`src/hdl/psq_pkg.sv`:
```
// Shared types and constants for the priority sleep queue.
package psq_pkg;

  localparam int DEPTH_DEF = 32;

  localparam int FUNC_W = 2;
  localparam int TID_W  = 16;
  localparam int PRIO_W = 8;
  localparam int CHAN_W = 32;
  localparam int STAT_W = 2;

  localparam int IN_DATA_W  = 64;
  localparam int OUT_DATA_W = 24;

  typedef enum logic [FUNC_W-1:0] {
    FN_INSERT   = 2'd0,
    FN_REMOVE   = 2'd1,
    FN_WAKE_ONE = 2'd2,
    FN_WAKE_ALL = 2'd3
  } psq_func_t;

  typedef enum logic [STAT_W-1:0] {
    ST_OK        = 2'd0,
    ST_NOT_FOUND = 2'd1,
    ST_FULL      = 2'd2
  } psq_status_t;

  typedef enum logic [1:0] {
    S_IDLE = 2'd0,
    S_READ = 2'd1,
    S_EVAL = 2'd2,
    S_DONE = 2'd3
  } psq_state_t;

  typedef struct packed {
    logic [CHAN_W-1:0] chan;
    logic [PRIO_W-1:0] prio;
    logic [TID_W-1:0]  thread;
  } psq_entry_t;

endpackage

```
`src/hdl/psq_slot_ram.sv`:
```
// Slot storage: one write port and one registered read port.
module psq_slot_ram
  import psq_pkg::*;
#(
  parameter int DEPTH = DEPTH_DEF
) (
  input  logic                     clk,
  input  logic                     wr_en,
  input  logic [$clog2(DEPTH)-1:0] wr_addr,
  input  psq_entry_t               wr_data,
  input  logic                     rd_en,
  input  logic [$clog2(DEPTH)-1:0] rd_addr,
  output psq_entry_t               rd_data
);

  psq_entry_t mem_r [DEPTH];
  psq_entry_t rd_data_r;

  // Write one slot
  always_ff @(posedge clk) begin
    if (wr_en) begin
      mem_r[wr_addr] <= wr_data;
    end
  end

  // Read one slot, hold data until the next read
  always_ff @(posedge clk) begin
    if (rd_en) begin
      rd_data_r <= mem_r[rd_addr];
    end
  end

  assign rd_data = rd_data_r;

endmodule

```
`src/hdl/priority_sleep_queue.sv`:
```
// Priority-ordered wait queue: insert, remove, wake-one and wake-all.
//
// Input channel (in_*): one request per handshake, carrying func, thread id,
// priority and channel key. The block takes one request at a time; in_tready
// is high only while no request is in progress.
// Result channel (out_*): status and thread id in out_tdata, out_tlast high
// on the final result of a request. Wake-all gives one result per woken entry
// (one not-found result if none); every other request gives exactly one result.
// Entries live in a single-port-write, single-port-read slot memory and are
// walked one slot at a time by a small sequencer: each slot is read, then
// evaluated and written back; a result stall can hold a wake-all walk.
// An insert into a full queue skips the walk. The final result turns valid in
// the same cycle that in_tready rises again.
// Reset empties the queue at once; slot contents are not cleared, since only
// slots below the occupancy are ever read. No clearing pass is needed.
// When the receiver stalls, the result register holds; a wake-all scan
// pauses on its next hit until the held result is taken.
module priority_sleep_queue
  import psq_pkg::*;
#(
  parameter int DEPTH = DEPTH_DEF
) (
  input  logic                  clk,
  input  logic                  rst_n,
  input  logic                  in_tvalid,
  output logic                  in_tready,
  // [1:0] func, [17:2] thread_id, [25:18] priority_req, [57:26] channel
  input  logic [IN_DATA_W-1:0]  in_tdata,
  output logic                  out_tvalid,
  input  logic                  out_tready,
  // [1:0] status, [17:2] out_thread
  output logic [OUT_DATA_W-1:0] out_tdata,
  output logic                  out_tlast
);

  localparam int AW = $clog2(DEPTH);
  localparam int CW = $clog2(DEPTH + 1);

  psq_state_t  state_r, state_nxt;
  psq_func_t   func_r, func_nxt;
  logic [TID_W-1:0]  tid_r, tid_nxt;
  logic [PRIO_W-1:0] prio_r, prio_nxt;
  logic [CHAN_W-1:0] chan_r, chan_nxt;
  logic        full_r, full_nxt;
  logic [CW-1:0] occ_r, occ_nxt;
  logic [CW-1:0] rd_i_r, rd_i_nxt;
  logic [CW-1:0] wr_i_r, wr_i_nxt;
  logic        pend_valid_r, pend_valid_nxt;
  logic [TID_W-1:0] pend_thread_r, pend_thread_nxt;
  logic        out_valid_r, out_valid_nxt;
  psq_status_t out_status_r, out_status_nxt;
  logic [TID_W-1:0] out_thread_r, out_thread_nxt;
  logic        out_last_r, out_last_nxt;

  logic        mem_we;
  logic [AW-1:0] mem_waddr;
  psq_entry_t  mem_wdata;
  logic        mem_re;
  logic [AW-1:0] mem_raddr;
  psq_entry_t  rd;

  logic        in_accept;
  logic        out_free;
  logic        is_insert;
  logic        scan_end;
  logic        match;
  logic        hit;
  logic        hit_stall;
  logic        shift;
  logic        q_full;
  logic [CW-1:0] rd_i_dec;

  psq_slot_ram #(.DEPTH(DEPTH)) u_slots (
    .clk     (clk),
    .wr_en   (mem_we),
    .wr_addr (mem_waddr),
    .wr_data (mem_wdata),
    .rd_en   (mem_re),
    .rd_addr (mem_raddr),
    .rd_data (rd)
  );

  // Handshake and scan decisions
  assign in_tready = (state_r == S_IDLE);
  assign in_accept = in_tvalid && in_tready;
  assign out_free  = !out_valid_r || out_tready;
  assign is_insert = (func_r == FN_INSERT);
  assign scan_end  = (rd_i_r == occ_r);
  assign q_full    = (occ_r == CW'(DEPTH));
  assign rd_i_dec  = rd_i_r - CW'(1);
  assign match     = (func_r == FN_REMOVE) ? (rd.thread == tid_r) : (rd.chan == chan_r);
  assign hit       = match && ((func_r == FN_WAKE_ALL) || !pend_valid_r);
  assign hit_stall = hit && pend_valid_r && !out_free;
  assign shift     = (rd_i_r != '0) && (rd.prio < prio_r);

  // Next state
  always_comb begin
    state_nxt = state_r;
    unique case (state_r)
      S_IDLE: begin
        if (in_accept) begin
          if ((psq_func_t'(in_tdata[1:0]) == FN_INSERT) && q_full) begin
            state_nxt = S_DONE;
          end else begin
            state_nxt = S_READ;
          end
        end
      end
      S_READ: begin
        if (is_insert || !scan_end) begin
          state_nxt = S_EVAL;
        end else begin
          state_nxt = S_DONE;
        end
      end
      S_EVAL: begin
        if (is_insert) begin
          state_nxt = shift ? S_READ : S_DONE;
        end else begin
          state_nxt = hit_stall ? S_EVAL : S_READ;
        end
      end
      S_DONE: begin
        if (out_free) begin
          state_nxt = S_IDLE;
        end
      end
      default: state_nxt = S_IDLE;
    endcase
  end

  // Datapath and memory control
  always_comb begin
    func_nxt        = func_r;
    tid_nxt         = tid_r;
    prio_nxt        = prio_r;
    chan_nxt        = chan_r;
    full_nxt        = full_r;
    occ_nxt         = occ_r;
    rd_i_nxt        = rd_i_r;
    wr_i_nxt        = wr_i_r;
    pend_valid_nxt  = pend_valid_r;
    pend_thread_nxt = pend_thread_r;
    out_valid_nxt   = out_valid_r && !out_tready;
    out_status_nxt  = out_status_r;
    out_thread_nxt  = out_thread_r;
    out_last_nxt    = out_last_r;
    mem_we          = 1'b0;
    mem_waddr       = wr_i_r[AW-1:0];
    mem_wdata       = rd;
    mem_re          = 1'b0;
    mem_raddr       = rd_i_r[AW-1:0];

    unique case (state_r)
      S_IDLE: begin
        // Latch the request and set up the walk
        if (in_accept) begin
          func_nxt       = psq_func_t'(in_tdata[1:0]);
          tid_nxt        = in_tdata[17:2];
          prio_nxt       = in_tdata[25:18];
          chan_nxt       = in_tdata[57:26];
          full_nxt       = (psq_func_t'(in_tdata[1:0]) == FN_INSERT) && q_full;
          rd_i_nxt       = (psq_func_t'(in_tdata[1:0]) == FN_INSERT) ? occ_r : '0;
          wr_i_nxt       = '0;
          pend_valid_nxt = 1'b0;
        end
      end
      S_READ: begin
        if (is_insert) begin
          // Insert walks from the tail toward the head
          mem_re    = (rd_i_r != '0);
          mem_raddr = rd_i_dec[AW-1:0];
        end else if (!scan_end) begin
          mem_re = 1'b1;
        end else begin
          occ_nxt = wr_i_r;
        end
      end
      S_EVAL: begin
        if (is_insert) begin
          // Move a lower-priority entry down one slot, or drop the new one in
          mem_we    = 1'b1;
          mem_waddr = rd_i_r[AW-1:0];
          if (shift) begin
            mem_wdata = rd;
            rd_i_nxt  = rd_i_dec;
          end else begin
            mem_wdata.chan   = chan_r;
            mem_wdata.prio   = prio_r;
            mem_wdata.thread = tid_r;
            occ_nxt          = occ_r + CW'(1);
          end
        end else if (hit) begin
          // Take the entry out; push the older hit to the result register
          if (!hit_stall) begin
            if (pend_valid_r) begin
              out_valid_nxt  = 1'b1;
              out_status_nxt = ST_OK;
              out_thread_nxt = pend_thread_r;
              out_last_nxt   = 1'b0;
            end
            pend_valid_nxt  = 1'b1;
            pend_thread_nxt = rd.thread;
            rd_i_nxt        = rd_i_r + CW'(1);
          end
        end else begin
          // Keep the entry, compacting toward the head
          mem_we   = 1'b1;
          wr_i_nxt = wr_i_r + CW'(1);
          rd_i_nxt = rd_i_r + CW'(1);
        end
      end
      S_DONE: begin
        // Deliver the final result of the request
        if (out_free) begin
          out_valid_nxt  = 1'b1;
          out_last_nxt   = 1'b1;
          pend_valid_nxt = 1'b0;
          if (full_r) begin
            out_status_nxt = ST_FULL;
            out_thread_nxt = '0;
          end else if (is_insert) begin
            out_status_nxt = ST_OK;
            out_thread_nxt = tid_r;
          end else if (pend_valid_r) begin
            out_status_nxt = ST_OK;
            out_thread_nxt = pend_thread_r;
          end else begin
            out_status_nxt = ST_NOT_FOUND;
            out_thread_nxt = '0;
          end
        end
      end
      default: begin
      end
    endcase
  end

  // Control registers
  always_ff @(posedge clk) begin
    if (!rst_n) begin
      state_r      <= S_IDLE;
      occ_r        <= '0;
      pend_valid_r <= 1'b0;
      out_valid_r  <= 1'b0;
    end else begin
      state_r      <= state_nxt;
      occ_r        <= occ_nxt;
      pend_valid_r <= pend_valid_nxt;
      out_valid_r  <= out_valid_nxt;
    end
  end

  // Payload registers
  always_ff @(posedge clk) begin
    func_r        <= func_nxt;
    tid_r         <= tid_nxt;
    prio_r        <= prio_nxt;
    chan_r        <= chan_nxt;
    full_r        <= full_nxt;
    rd_i_r        <= rd_i_nxt;
    wr_i_r        <= wr_i_nxt;
    pend_thread_r <= pend_thread_nxt;
    out_status_r  <= out_status_nxt;
    out_thread_r  <= out_thread_nxt;
    out_last_r    <= out_last_nxt;
  end

  assign out_tvalid = out_valid_r;
  assign out_tdata  = {{(OUT_DATA_W - STAT_W - TID_W){1'b0}}, out_thread_r, out_status_r};
  assign out_tlast  = out_last_r;

`ifndef SYNTHESIS
  // Occupancy never exceeds the slot count
  a_occ_bound: assert property (@(posedge clk) disable iff (!rst_n)
    occ_r <= CW'(DEPTH))
    else $error("occupancy above depth");

  // Compaction write pointer never passes the read pointer
  a_wr_behind_rd: assert property (@(posedge clk) disable iff (!rst_n)
    (state_r == S_READ || state_r == S_EVAL) && !is_insert |-> wr_i_r <= rd_i_r)
    else $error("write pointer ahead of read pointer");

  // A rejected insert only happens on a full queue
  a_full_status: assert property (@(posedge clk) disable iff (!rst_n)
    $rose(out_valid_r) && out_status_r == ST_FULL |-> occ_r == CW'(DEPTH))
    else $error("full status with room left");

  // No held hit survives into idle
  a_pend_idle: assert property (@(posedge clk) disable iff (!rst_n)
    state_r == S_IDLE |-> !pend_valid_r)
    else $error("pending result left over in idle");

  // A non-final result only comes from a wake-all
  a_last_mark: assert property (@(posedge clk) disable iff (!rst_n)
    out_valid_r && !out_last_r |-> func_r == FN_WAKE_ALL)
    else $error("non-final result outside wake-all");
`endif

endmodule
```
`config.mk`:
```
export PLATFORM = sky130hd
export DESIGN_NAME = priority_sleep_queue
export DESIGN_NICKNAME = d
export VERILOG_FILES = /design/src/hdl/psq_pkg.sv /design/src/hdl/psq_slot_ram.sv /design/src/hdl/priority_sleep_queue.sv
export SDC_FILE = /design/constraint.sdc
export NUM_CORES = 2
export LEC_CHECK = 0
export ABC_AREA = 0
export CELL_PAD_IN_SITES_DETAIL_PLACEMENT = 0
export CELL_PAD_IN_SITES_GLOBAL_PLACEMENT = 1
export CORE_MARGIN = 5
export CORE_UTILIZATION = 55
export DETAILED_ROUTE_END_ITERATION = 8
export DONT_BUFFER_PORTS = 1
export GPL_TIMING_DRIVEN = 0
export PLACE_DENSITY_LB_ADDON = 0.1
export SETUP_SLACK_MARGIN = 0.05
export SYNTH_ARGS = -nofsm -noshare
export SYNTH_HDL_FRONTEND = slang
export SYNTH_HIERARCHICAL = 1
export SYNTH_SLANG_ARGS = --single-unit
```
`constraint.sdc`:
```
create_clock -name clk -period 8.1 [get_ports clk]
set_input_delay 0.405 -clock clk [delete_from_list [all_inputs] [get_ports clk]]
set_output_delay 0.405 -clock clk [all_outputs]
set_load 0.1 [all_outputs]
```
Word-level counts from Yosys, hierarchy flattened
Memories as Yosys holds them, arrays and structs flattened. A register that Yosys moved wholly into a read port is not among the register bits.
Index checks and enable logic that the tools add are counted.

storage, ports and cells
  register bits = 116
  RAM bits = 1,792
  bits of input ports = 68
  memories = 1

cells by class
  add/sub/neg operators = 4
  $lt $le $gt $ge = 1
  equal/unequal tests = 22
  muxes and demuxes = 76
  bitwise logic cells = 2
  reductions and logical operators = 31

memory list
  memory         words  bits a word  rd ports  clocked after Yosys merged registers in  wr ports  line                source
  u_slots.mem_r  32     56           1         1                                        1         psq_slot_ram.sv:16  psq_entry_t mem_r [DEPTH];

operator list
  operator             number
  $mux 56              3
  $mux 16              8
  $mux 6               13
  $pmux 6 s2           3
  $eq 32x32->1         1
  $pmux 16 s2          1
  $mux 1               27
  $mux 2               12
  $mux 5               4
  $ne 2x2->1 const B   10
  $add 6x1->6 const B  3
  $eq 16x16->1         1
  $reduce_and 4->1     3
  $reduce_and 6->1     2
  $lt 8x8->1           1
  $pmux 2 s4           1
  $logic_and 1x1->1    7
  $eq 2x2->1 const B   3
  $eq 6x6->1           1
  $eq 6x6->1 const B   1
  $logic_not 2->1      3
  $reduce_bool 2->1    3
  $reduce_bool 6->1    1
  $sub 6x1->6 const B  1
  13 further kinds     23

Depth between registers and ports, before layout
  word-level depth = 9
  gate-level depth with buffers = 12
  depth with buffers taken out = 9

By module
Netlist, hierarchy kept.

by module, submodules not included
  module                times used  cells each  area each (sq um)
  psq_slot_ram          1           3,917       71,354.7
  priority_sleep_queue  1           494         6,155.9

Least setup slack after synthesis
No wires, ideal clock.

  path kind = reg2reg
  start = register func_r[1]
  end = register u_slots/rd_data[0] (netlist name)
  setup time = 571 ps
  data arrival time = 5,262 ps
  required time = 7,529 ps
  slack = 2,267 ps
  cell stages (with the launch flop) = 6
  cells stage by stage = edfxtp_1 or2_1 buf_6 nand4_2 nor4_4 a311oi_1

on the way
  word-level cells in the longest chain between the ends = 3
  elaborated cells on any way between the ends = 5

ends and longest elaborated chain
  what                    line                         source
  from (decl)             priority_sleep_queue.sv:40   psq_func_t func_r, func_nxt;
  from (signal assigned)  priority_sleep_queue.sv:256  func_r <= func_nxt;
  $logic_not 2->1         priority_sleep_queue.sv:87   assign is_insert = (func_r == FN_INSERT);
  $mux 1                  priority_sleep_queue.sv:169  if (is_insert) begin
  $mux 1                  priority_sleep_queue.sv:154  unique case (state_r)
  via mem_re              priority_sleep_queue.sv:58   logic mem_re;

The timed path passes the listed nets, and every way through them passes these cells.
A chain may end at the register's enable or synchronous reset.

Worst setup path in the final report
  start = register chan_r[29]
  end = memory u_slots/mem_r[4][48] in the netlist's numbering (enable)

on the way
  word-level cells in the longest chain between the ends = 8

ends and longest elaborated chain
  what                          line                         source
  from (decl)                   priority_sleep_queue.sv:43   logic [CHAN_W-1:0] chan_r, chan_nxt;
  from (signal assigned)        priority_sleep_queue.sv:259  chan_r <= chan_nxt;
  $eq 32x32->1                  priority_sleep_queue.sv:91   assign match = (func_r == FN_REMOVE) ? (rd.thread == tid_r) : (rd.chan == chan_r);
  $mux 1                        priority_sleep_queue.sv:91
  $logic_and 1x1->1             priority_sleep_queue.sv:92   assign hit = match && ((func_r == FN_WAKE_ALL) || !pend_valid_r);
  $mux 1                        priority_sleep_queue.sv:193  end else if (hit) begin
  $mux 1                        priority_sleep_queue.sv:180  if (is_insert) begin
  $mux 1                        priority_sleep_queue.sv:154
  via mem_we                    priority_sleep_queue.sv:55   logic mem_we;
  $mux 1                        psq_slot_ram.sv:21           if (wr_en) begin
  $mux 1 (implied by the code)  psq_slot_ram.sv:22           mem_r[wr_addr] <= wr_data;
  to (decl)                     psq_slot_ram.sv:16

The timed path passes the listed nets, and every way through them passes these cells.

==> summary.md <==
| Metric | Value |
|---|---|
| Status | `finished, final reports clean` |
| Die Wd | `a little under 400 um` |
| Worst r2r path cells | `11` |
| Top post-synthesis cells by area | `edfxtp_1, mux2i_1, a22oi_1` |
| CORE AREA | `between 100000 and 150000 um^2` |
| Critical Path RT | `between 8 and 9 ns` |
| Maxcap violations | `0` |
| Worst-path cell chain | `xor2_1 > nor4_1 > nand4_1 > nor2_1 > a31oi_1 > and2_1 > or3b_2 > clkbuf_1 > nor2_4 > buf_12 > buf_12` |
| Max Freq | `195 MHz` |
| Design area | `a little under 90000 um^2` |
| Antenna-violating nets left | `0` |
| Starting Density | `a little under three fifths` |
| CP Class | `register to register` |
| Cells after DPL | `approximately 6.4k` |
| Critical Path Most Common Cell | `buf_12` |
| Total power | `around 24 mW` |
| Clk_skew | `between 0.03 and 0.04 ns` |
| Placed Area | `a little over 80000 um^2` |
| Largest net degree at the start of global routing | `38` |
| Initial antenna violation count | `9` |
| Row count | `around 140` |
| Seq cells post-synth | `1964` |
| GPL Wtd Cong | `0.799` |
| Fin crit period | `5.12 ns` |
| Total Routing Usage GR | `between 20% and 30%` |
| Fin crit share | `between 60% and 70%` |
| EDFF count, synth | `approximately 2k` |
| Synth top area share | `between 70% and 80%` |
| Sink Count | `1964` |
| Sequential fraction of the synthesis area | `between 70 and 80%` |
| Most frequent cells in the layout | `edfxtp_1, mux2i_1, nand2_1, clkbuf_16, a21oi_1` |
| Most common cell after layout, fill and taps aside | `edfxtp_1` |
| Maximum clock insertion buffer count | `3` |
| Worst path depth | `11` |
| Layout cells sized above 1 | `between 10% and 20%` |
| Hold Vio Cnt, Final | `0` |
| Initial DRT Pass Iterations | `5` |
| Post-synth cell types | `56` |
| RSZ-0062 raised after global routing | `false` |
| Largest area contributor in the netlist | `edfxtp_1` |
| Ports | `95` |
| Reg clk slew, reported paths | `around 0.06 ns` |
| Worst Hold Class | `input port to register` |
| Startpoint types | `register` |
| DR iter-0 viols | `~3.5k` |
| Ys flop type | `edfxtp_1` |
| Arrival @ worst endpoint | `5.61 ns` |
| Vias per cell | `roughly 6` |
| Max rail drop VDD | `247 uV` |
| Worst path max stage delay | `0.83 ns` |
| Final cell count without fillers | `roughly 6.8k` |
| CTS H-Tree Depth | `4` |
| Num CTS Buffers | `between 150 and 200` |
| CP Buf/Inv Count | `3` |
| Worst Max-Slew Pin Slew | `between 1 and 1.5 ns` |
| Wire length per cell | `around 29 um` |
| Height of the die | `385 um` |
| Port buffer count | `0` |
| Endpoints failing setup | `0` |
| Nets | `4836` |
| Grt total ovfl | `0` |
| First-pass GRT wire length | `286 mm` |
| Power Density | `274 nW/um^2` |
| CP endpoint kind | `register` |
| Remaining DRCs | `0` |
| Vias in the first global route | `roughly 40k` |
| Post-layout util | `63.4%` |
| Async SR Flop Fraction | `0%` |
| CTS tree | `built` |
| Final hold slack | `~0.08 ns` |
| Skew-Pair Late Insertion Delay | `~0.81 ns` |
| Post-Syn Area | `between 70000 and 80000 um^2` |
| Pins Over Slew Limit | `0` |
| Slowest-stage cell, CP | `nor2_4` |
| Final TNS setup | `0 ns` |
| Post-CTS Setup Bufs | `0` |
| Gate Count Post-Synth | `approximately 4.4k` |
| Relative slew margins | `about an eighth` |
| Via count | `between 40k and 50k` |
| Worst Hold Path Cells | `3` |
| Synth Warn # | `6` |
| P&R area growth vs syn | `14.2%` |
| Leak pwr | `between 20 and 30 nW` |
| WL final | `198 mm` |
| Delay-heaviest family, CP | `simple AND/OR/NAND/NOR gates` |
| Clock root cell | `clkbuf_16` |
| Worst Slack Setup Final | `around 3 ns` |
| Dpl ws | `3.02 ns` |
| Placed wire-length estimate | `about 130 mm` |
| Top fanout value on the critical path | `20` |
| DIE AREA | `~150000 um^2` |
| Syn avg cell area | `about 18 um^2` |
[where the power goes]
group / leakage [nW] / switching (mW) / total (mW) / internal, mW
clock network: 2.98 / 3.69 / 8.63 / 4.94
registers: 17.7 / 0.106 / 11.9 / 11.8
logic: 9.24 / 2.54 / 3.75 / 1.20
[per-layer routing]
| layer | wire, um | up-vias | track usage (%) | share of wire (%) |
|---|---|---|---|---|
| met4 | 5440 | 2 | 7.96 | 2.8 |
| met2 | 94900 | 1503 | 43.5 | 48 |
| met1 | 82300 | 21202 | 37.5 | 42 |
| met3 | 14900 | 276 | 5.03 | 7.6 |
| li1 | - | 18154 | - | - |
| met5 | 11 | - | 0 | 0.0056 |
[Yosys cell counts, types with 3 or more instances]
master    instances
nand2b_1          8
nand4_1           5
mux2_2           54
nor4_1           18
ha_1             13
a22o_1          128
buf_8            10
nand3_1         178
mux2i_1         896
o32ai_1           4
buf_2            50
buf_6            37
nor3_1           65
a22oi_1         171
or3b_2            3
buf_1             8
a31oi_1          59
or3_1             4
inv_1            15
nand2_1         203
a21oi_1         182
xnor2_1          12
dfxtp_1          10
and2_1            7
xor2_1           55
buf_4            58
o21ai_0          19
edfxtp_1       1954
and3_1            7
nor2_1           51
nor2b_1           3
clkbuf_1         90
nor4b_1           3
nand3b_1          5
[state kept, by name, indices dropped and copies added, names as in the netlist, 6 cells and up]
name and count:
occ_r 6, out_thread_r 16, prio_r 8, rd_i_r 6, u_slots/rd_data 56, u_slots/mem_r 1792, pend_thread_r 16, wr_i_r 6
tid_r 16, chan_r 32
[worst reg2reg max path, stage by stage, from the launching register on]
cell,delay [ns]
edfxtp_1,0.42
xor2_1,0.73
nor4_1,0.16
nand4_1,0.16
nor2_1,0.27
a31oi_1,0.46
and2_1,0.34
or3b_2,0.47
clkbuf_1,0.41
nor2_4,0.83
buf_12,0.30
buf_12,0.23
[logic make-up (layout without fill, tap and decap cells)]
family,after synthesis,count (layout),synth area share [%]
AND/OR/NAND/NOR,569,569,3.46
flip-flops,1964,1964,76.0
AO/OA/AOI/OAI,579,579,5.09
multiplexers,950,950,12.4
XOR/XNOR,67,67,0.757
other,1,10,0.00484
adder cells (fa/ha/maj),13,13,0.210
buffers and inverters,268,762,2.16
[repair_timing]
action	4_1_cts	5_1_grt
endpoints found under the setup margin	0	0
endpoints found under the hold margin	68	0
hold buffers	61	0
gates resized for setup	0	0
[worst paths after layout]
check / from / to / slack, ns
setup / recovery: chan_r[29] / u_slots/mem_r[4][48] / 2.98
hold / removal: rst_n / out_tvalid / 0.08
setup reg to reg: chan_r[29] / u_slots/mem_r[4][48] / 2.98
hold reg to reg: u_slots/rd_data[5] / pend_thread_r[5] / 0.49
[final cells by class]
cell class                 count  area (um^2)
sequential                  1964        58900
fill                        9864        51200
multi-input combinational   2184        17300
clock buffer                 245         5150
tap                         1876         2350
timing repair buffer         142         2240
buffer                       253         1620
clock inverter               107          940
inverter                      15         56.3
antenna                        4         10.0
No activity file was read; power rests on OpenSTA's default activity.
